--- config.mk ---
export PLATFORM = sky130hd
export DESIGN_NAME = segi_div_cell
export DESIGN_NICKNAME = d
export VERILOG_FILES = /design/src/rtl/segi_div_cell.sv
export SDC_FILE = /design/constraint.sdc
export NUM_CORES = 1
export LEC_CHECK = 0
export ABC_AREA = 1
export BUFFER_PORTS_ARGS = -buffer_cell sky130_fd_sc_hd__clkbuf_2
export CORE_AREA = 2 2 292 294
export DETAILED_ROUTE_END_ITERATION = 10
export DIE_AREA = 0 0 294 296
export HOLD_SLACK_MARGIN = 0.03
export PLACE_DENSITY = 0.59
export SYNTH_ARGS = -nofsm -noshare
export SYNTH_HDL_FRONTEND = slang
export SYNTH_SLANG_ARGS = --single-unit
--- constraint.sdc ---
create_clock -name clk -period 0.8 [get_ports clk]
set_input_delay 0.04 -clock clk [delete_from_list [all_inputs] [get_ports clk]]
set_output_delay 0.04 -clock clk [all_outputs]
set_load 0.1 [all_outputs]
--- src/rtl/segi_div_cell.sv ---
// one restoring-division cell: retires one quotient bit per cycle for both axes while en is high
`default_nettype none
module segi_div_cell #(
    parameter int NB = 64,
    parameter int DB = 34,
    parameter int SHIFT = 0,
    parameter int WB = 80
) (
    input  wire logic          clk,
    input  wire logic          rst_n,
    input  wire logic          en,
    input  wire logic          vin,
    input  wire logic [WB-1:0] pin,
    input  wire logic [NB-1:0] nx_in,
    input  wire logic [NB-1:0] ny_in,
    input  wire logic [NB-1:0] qx_in,
    input  wire logic [NB-1:0] qy_in,
    input  wire logic [DB-1:0] den_in,
    output logic               vout,
    output logic [WB-1:0]      pout,
    output logic [NB-1:0]      nx_out,
    output logic [NB-1:0]      ny_out,
    output logic [NB-1:0]      qx_out,
    output logic [NB-1:0]      qy_out,
    output logic [DB-1:0]      den_out
);
    localparam int EB = NB + DB;
    logic [EB-1:0] dsh;
    logic          bx;
    logic          by;

    // divisor shifted up to this cell's quotient bit
    assign dsh = {{NB{1'b0}}, den_in} << SHIFT;
    assign bx  = {{DB{1'b0}}, nx_in} >= dsh;
    assign by  = {{DB{1'b0}}, ny_in} >= dsh;

    always_ff @(posedge clk or negedge rst_n)
    begin
        if (!rst_n)
        begin
            vout <= 1'b0;
        end
        else if (en)
        begin
            vout <= vin;
        end
    end

    always_ff @(posedge clk)
    begin
        if (en)
        begin
            pout    <= pin;
            den_out <= den_in;
            nx_out  <= bx ? nx_in - dsh[NB-1:0] : nx_in;
            ny_out  <= by ? ny_in - dsh[NB-1:0] : ny_in;
            qx_out  <= qx_in | (NB'(bx) << SHIFT);
            qy_out  <= qy_in | (NB'(by) << SHIFT);
        end
    end
endmodule
`default_nettype wire

==> summary.txt, run 1 <==
Timing
  – Final slew viol count: 0
  – Final period utilization: 207%
  – RSZ-0062 raised after global routing: true
  – Worst hold slack: -360 ps
  – Worst Slack Setup Final: -857 ps
  – # setup viols final: 671
  – Setup tns final: -309,470 ps
  – Final hold vios: 4
  – Skew final: 0 ps
  – Fmax: 603 MHz
  – Final worst path period need: between 1500 and 2000 ps
  – Worst slew pin tran: 742 ps
  – Max_slew headroom: 50.4%

Clock network
  – Worst skew pair latency: 600 ps
  – Clock root buffer: clkbuf_16
  – TritonCTS clock tree: built
  – Clock transition at path regs: about 60 ps
  – Number of CTS-inserted buffers: 46
  – CTS sink count: 371
  – CTS max path bufs: 3
  – CTS H-tree lvls: 2

Setup path
  – Buf/Inv on CP: 4
  – CP endpoint: ny_out[0]
  – Path depth of the worst reg2reg path: 1
  – Worst r2r src: vout
  – Internal reg-to-reg setup slack: 50 ps
  – Critical Path AT: 2010 ps
  – Levels on crit path: 13
  – CP most frequent cell: a21oi_4
  – CP required: 1150 ps
  – Worst setup EP type: flop
  – Critical Path Fanout Max: 8
  – Worst path slowest cell: ha_4
  – Worst setup startpoint: den_in[29]
  – CP peak stage delay: 310 ps
  – Crit path launch type: input port
  – Worst R2R End: vout
  – Critical setup path kind: input port to flop
  – CP Cell Sequence: buf_8, clkinvlp_4, ha_4, a21oi_4, o21ai_4, a21oi_4, nand2_1, nand2_2, nand3_4, nor2_4, buf_12, clkbuf_16, o21ai_2
  – Family with the most delay on the worst path: buffers and inverters

Logic synthesis
  – Area fraction of the dominant cell type after synthesis: ~53%
  – Synthesized Nets: 2,884
  – Sequential fraction of the synthesis area: around 54%
  – Synth Instances: 2,440
  – Yosys warnings: 0
  – Synth Register Bits: between 300 and 400
  – Largest area contributor in the netlist: edfxtp_1
  – Area contributors post-synth: edfxtp_1 53%, nand2_1 16%, inv_1 7.6%, nor2_1 4.1%, ha_1 4.1%
  – Post-synthesis cell type count: 37
  – Syn_area_per_cell: around 8.5 um2
  – Post-Syn Area: 20,800 um2

Die
  – Starting Density: 24.7%
  – # rows: 107
  – Core Box Area: about 84,000 um2
  – I/O pin count: about 750
  – Chip width: 294 um
  – Die area: 87,000 um2
  – Die Y: 296 um

Run
  – Max Cap Viol: 0

Power
  – Internal Pwr Total: 0.0486 W
  – Psw: roughly 0.032 W
  – Combinational share of power: 43.4%
  – Switching Share: 40.0%
  – Pwr Total: 0.0810 W
  – Reg power frac: 31.3%
  – PD cells: 1830 nW/um2
  – VDD IR max: 0.00168 V
  – Leakage Power: 20.2 nW
  – Clock share of power: about a quarter

Global route
  – Grt ovf: 0
  – Largest net degree at the start of global routing: 28
  – First-pass GRT wire length: 153,000 um
  – Overall routing resource usage: between 20% and 30%
  – Vias in the first global route: 23,900
  – Initial antenna violation count: 19

Route
  – Drt drc: 0
  – Routed vias: 23,800
  – Drt initial violations: 1,246
  – First-pass DRT Iterations: 5
  – Post-DR vias/cell: 4.48
  – Post-route antenna net violation count: 0
  – Routed wire length: 111,000 um
  – WL/cell: about 21 um

Cells and area
  – Layout cell share with drive strength beyond 1: a little under half
  – Final Instance Area: 44,300 um2
  – Nets: 4,622
  – Synth-to-Final Area Change: 113%
  – Fin util: 52.6%

Status
  – Status: complete, but fails checks
  – Violated checks: hold timing, setup timing

Placed design
  – Pre-CTS WS: -1640 ps
  – Buffers on Ports: 744
  – Area after DPL: about 35,000 um2
  – GPL Wtd Cong: approximately 0.98
  – Final HPWL DP: about 85,000 um

Hold path
  – Min-Delay Path Class: input port to flop
==> area by class of cell <==
type	instances	area (um2)
fillers	7241	39900
repair buffers	1714	18300
flip-flops and latches	371	11100
multi-input cells	1622	10300
inverters	423	1660
well taps	1090	1360
clock buffers	54	1180
clock inverters	30	255
diodes	11	27.5
==> timing repair <==
action / in CTS / in global routing
setup endpoints to repair: 501 / 671
resized for setup: 333 / 374
cloned: 6 / 8
hold buffers: 393 / 4
pin swaps: 41 / 107
setup buffers: 27 / 22
hold endpoints to repair: 400 / 8
==> worst min-delay path by stage <==
stage,startpoint,endpoint,slack (ps),cells past startpoint
2_1_floorplan,rst_n,vout,-260,0
3_3_place_gp,rst_n,vout,-180,1
3_5_place_dp,rst_n,vout,-180,1
4_1_cts,den_in[0],den_out[0],-340,1
5_1_grt,den_in[0],den_out[0],-370,1
6_report,den_in[0],den_out[0],-360,1
==> sequential cells by signal (all words and copies together), names as in the netlist <==
signal   flops
den_out     34
nx_out      64
ny_out      64
pout        80
qx_out      64
qy_out      64
vout         1
==> cells by family (layout without fill, tap and decap cells) <==
logic type / Yosys count / in the layout / synth area share, %
other cells: 0 / 11 / 0
fa+ha+maj: 70 / 70 / 4.29
compound gates: 191 / 191 / 5.67
mux: 1 / 1 / 0.0542
buf+inv: 447 / 2221 / 8.64
xor+xnor: 59 / 59 / 2.49
flops: 371 / 371 / 53.6
simple gates: 1301 / 1301 / 25.3
==> per-layer routing <==
layer / wire length (um) / up-vias / track usage (%)
met4: 5850 / 10 / 10.3
li1: - / 11300 / -
met2: 57200 / 934 / 44.4
met3: 7880 / 258 / 5.10
met1: 39800 / 11300 / 26.2
met5: 61 / - / 0
==> metrics by stage <==
| stage | cells | hold slack (ps) |
|---|---|---|
| 6_report | 5315 | -360 |
| 5_1_grt | 5309 | -371 |
| 4_1_cts | 5278 | -337 |
| 3_5_place_dp | 4768 | -184 |
| 3_3_place_gp | 4768 | -185 |
| 2_1_floorplan | 2440 | -256 |
==> layout by cell type (no fill, tap or decap), drive strengths merged, types with 2 or more instances in the layout <==
master / synthesis / final
nand4: 23 / 23
diode: 0 / 11
bufinv: 0 / 2
buf: 24 / 945
o21bai: 5 / 5
ha: 68 / 68
o21ai: 61 / 61
nand2: 886 / 886
nor4: 2 / 2
nor3: 35 / 35
xor2: 27 / 27
clkbuf: 0 / 427
nor2: 239 / 239
clkinv: 0 / 20
a21o: 2 / 2
nand3b: 5 / 5
or2: 3 / 3
clkinvlp: 0 / 5
fa: 2 / 2
edfxtp: 370 / 370
inv: 423 / 426
dlygate4sd3: 0 / 395
xnor2: 32 / 32
a21oi: 122 / 122
nand3: 106 / 106
==> power by group through the flow <==
| stage | sequential [W] | clock (W) | combinational, W |
|---|---|---|---|
| finish | 0.0254 | 0.0204 | 0.0352 |
| global route | 0.0255 | 0.0216 | 0.0364 |
| CTS | 0.0254 | 0.0208 | 0.0340 |
| detailed placement | 0.0257 | 0 | 0.0312 |
| global placement | 0.0257 | 0 | 0.0311 |
| floorplan | 0.0378 | 0 | 0.00426 |
==> cells in the mapped netlist <==
library cell and n:
nor4_1 2, xor2_1 27, xnor2_1 32, buf_4 3, o21ai_2 2, nor2_2 6
or2_2 3, and2_1 1, inv_2 3, nor3_1 33, nand3b_1 5, edfxtp_1 370
o21ai_1 2, o21ai_0 57, nor2_1 228, a21oi_2 52, nor3b_1 1, dfrtp_1 1
ha_1 68, mux2_2 1, nand3_2 2, buf_8 3, fa_1 2, o21a_1 1
a21o_1 2, inv_1 420, nand3_1 104, nand4_2 1, nand4_1 22, o21bai_1 5
buf_6 8, nor2_4 5, nand2_2 11, buf_2 10, a21oi_1 70, nor3_2 2
nand2_1 875
No activity file was read; power rests on OpenSTA's default activity.
==> run 2: changes to the inputs <==
- PLACE_DENSITY: 0.59 -> 0.58
- RECOVER_POWER: unset -> 25
- clock period: 0.8 -> 1.91 ns (I/O delays scaled with it)
==> summary.txt, run 2 (same netlist as run 1, synthesis figures left out) <==
Power
  – Psw: 0.0127 W (-61%)
  – VDD IR max: 0.000712 V (-58%)
  – Switching Share: 41.7% (+1.7 points)
  – Clock share of power: 29.1% (+3.9 points)
  – Pwr Total: 0.0304 W (-62%)
  – Reg power frac: 33.5% (+2.2 points)
  – Internal Pwr Total: 0.0177 W (-63%)
  – Combinational share of power: 37.5% (-5.9 points)
  – PD cells: 866 nW/um2 (-53%)
  – Leakage Power: 17.0 nW (-16%)

Setup path
  – Buf/Inv on CP: 2 (-2)
  – CP required: 2270 ps (+1120 ps)
  – Internal reg-to-reg setup slack: 1160 ps (+1110 ps)
  – Levels on crit path: 15 (+2)
  – CP Cell Sequence: clkbuf_1, ha_4, fa_2, inv_2, nand3_2, nand2_2, nand2_1, nand2_2, nand2_1, nand2_1, nand2_1, nand2_1, nand2_1, nand3_1, a21oi_2
  – Critical setup path kind: input port to flop
  – Family with the most delay on the worst path: simple AND/OR/NAND/NOR gates
  – Crit path launch type: input port
  – CP peak stage delay: 380 ps (+70 ps)
  – Worst path slowest cell: fa_2
  – Worst setup EP type: flop
  – Critical Path AT: 2220 ps (+210 ps)
  – Path depth of the worst reg2reg path: 1 (unchanged)
  – CP most frequent cell: nand2_1
  – Critical Path Fanout Max: 3 (-5)

Timing
  – # setup viols final: 0 (-100%)
  – Final period utilization: a little over nine tenths
  – Final hold vios: 1 (-3)
  – Worst hold slack: -150 ps (+211 ps)
  – Skew final: 0 ps (unchanged)
  – Final slew viol count: 0 (unchanged)
  – Worst slew pin tran: 938 ps (+196 ps)
  – Worst Slack Setup Final: 57.4 ps (+915 ps)
  – RSZ-0062 raised after global routing: true
  – Fmax: 540 MHz
  – Max_slew headroom: 37.5% (-13 points)
  – Final worst path period need: about 1900 ps

Cells and area
  – Synth-to-Final Area Change: 68.8%
  – Multi-input logic area: 8130 um2 (-21%)
  – Layout cell share with drive strength beyond 1: 35.1% (-11 points)
  – Register with the most flip-flops: pout
  – Nets: 4,514 (-2.3%)
  – Most frequent cells in the layout: 840 x nand2_1, 714 x clkbuf_2, 464 x buf_4
  – Largest register FFs: 80 (unchanged)
  – Commonest non-fill, non-tap cell in the layout: nand2_1
  – Storage cell area: 11,100 um2 (unchanged)
  – Filler instances: 8,402 (+16%)

Status
  – Violated checks: hold timing
  – Status: complete, but fails checks

Global route
  – Initial antenna violation count: 15 (-4)
  – First-pass GRT wire length: 140,000 um (-8.7%)
  – Vias in the first global route: 22,500 (-6.1%)
  – Overall routing resource usage: 21.8% (-2.2 points)
  – Grt ovf: 0 (unchanged)
  – Largest net degree at the start of global routing: 72 (+160%)

Die
  – Starting Density: 24.7% (unchanged)
  – Die Y: 296 um (unchanged)
  – Chip width: 294 um (unchanged)
  – I/O pin count: 745 (unchanged)
  – # rows: 107 (unchanged)
  – Die area: 87,000 um2 (unchanged)
  – Core Box Area: 84,200 um2 (unchanged)

Hold path
  – Min-Delay Path Class: input port to flop
  – Hold path cells: 3 (+2)

Placed design
  – Final HPWL DP: 79,700 um (-6.2%)
  – Pre-CTS WS: -576 ps (+1060 ps)
  – Buffers on Ports: 744 (unchanged)
  – GPL Wtd Cong: 0.990 (+0.57%)

Clock network
  – TritonCTS clock tree: built
  – Worst skew pair latency: 600 ps (about the same)
  – CTS H-tree lvls: 2 (unchanged)
  – Clock root buffer: clkbuf_16
  – Number of CTS-inserted buffers: 45 (-2.2%)
  – CTS max path bufs: 3 (unchanged)
  – CTS sink count: 371 (unchanged)
  – Clock transition at path regs: 60 ps (about the same)

Route
  – Drt initial violations: 1,130 (-9.3%)
  – Routed wire length: 98,800 um (-11%)
  – Post-DR vias/cell: 4.32 (-3.7%)
  – Post-route antenna net violation count: 0 (unchanged)
  – WL/cell: 19.0 um (-8.9%)
  – First-pass DRT Iterations: 7 (+2)
  – Routed vias: 22,500 (-5.7%)
  – Drt drc: 0 (unchanged)

Run
  – Max Cap Viol: 0 (unchanged)
## run 2: cell count changes in the layout (fill, tap and decap cells not counted), sizes merged
| cell | previous run | this run |
|---|---|---|
| clkbuf | 427 | 797 |
| dlygate4sd3 | 395 | 378 |
| buf | 945 | 482 |
| clkinvlp | 5 | 3 |
| inv | 426 | 428 |
| bufinv | 2 | 4 |
| diode | 11 | 6 |
| clkinv | 20 | 21 |
## run 2: per-layer routing
metal / track usage [%] / wire [um] / vias up
met5: 0 / 73 / -
met3: 5.54 / 7080 / 160
met1: 25.1 / 39000 / 10500
li1: - / - / 11100
met2: 39.1 / 49200 / 723
met4: 7.17 / 3370 / 12
## run 2: area by class of cell
| type | instances | area share [%] |
|---|---|---|
| clock inverters | 33 | 0.880 |
| repair buffers | 1607 | 32.4 |
| multi-input cells | 1622 | 23.2 |
| flip-flops and latches | 371 | 31.7 |
| diodes | 6 | 0.0428 |
| inverters | 423 | 4.57 |
| well taps | 1090 | 3.89 |
| clock buffers | 51 | 3.33 |
## run 2: timing repair
item | CTS | global route
hold buffers | 377 | 5
setup buffers | 0 | 2
resized for setup | 0 | 71
setup endpoints to repair | 0 | 110
endpoints found under the hold margin | 382 | 4
## run 2: stage by stage
step | setup TNS (ps) | area, um2 | util [%] | hold WS (ps) | cells
6_report | 0 | 35100 | 41.7 | -150 | 5203
4_1_cts | 0 | 34900 | 41.4 | -168 | 5195
3_3_place_gp | -56890 | 29600 | 35.2 | -128 | 4734
5_1_grt | -1630 | 35100 | 41.7 | -116 | 5199
2_1_floorplan | -115 | 20900 | - | -200 | 2440
3_5_place_dp | -60480 | 29600 | 35.2 | -127 | 4734
## run 2: tightest hold or removal path, delay by kind of cell
family                 cells  cell delay, ps
and+or+nand+nor            1              60
AOI/OAI and AO/OA          1             100
buffers and inverters      1              90
## run 2: final timing paths
| path | from | end |
|---|---|---|
| worst min-delay path | nx_in[57] | nx_out[57] |
| worst max-delay path | den_in[0] | nx_out[44] |
| max in group asynchronous | rst_n | vout |
| worst min register to register | vout | vout |
| worst max register to register | vout | vout |
| min in group asynchronous | rst_n | vout |
## run 2: power groups by stage
stage | clock network, W | registers, W | logic [W]
floorplan | 0 | 0.0158 | 0.00179
global placement | 0 | 0.0103 | 0.0107
detailed placement | 0 | 0.0103 | 0.0107
CTS | 0.00902 | 0.0102 | 0.0114
global route | 0.00930 | 0.0102 | 0.0119
finish | 0.00884 | 0.0102 | 0.0114
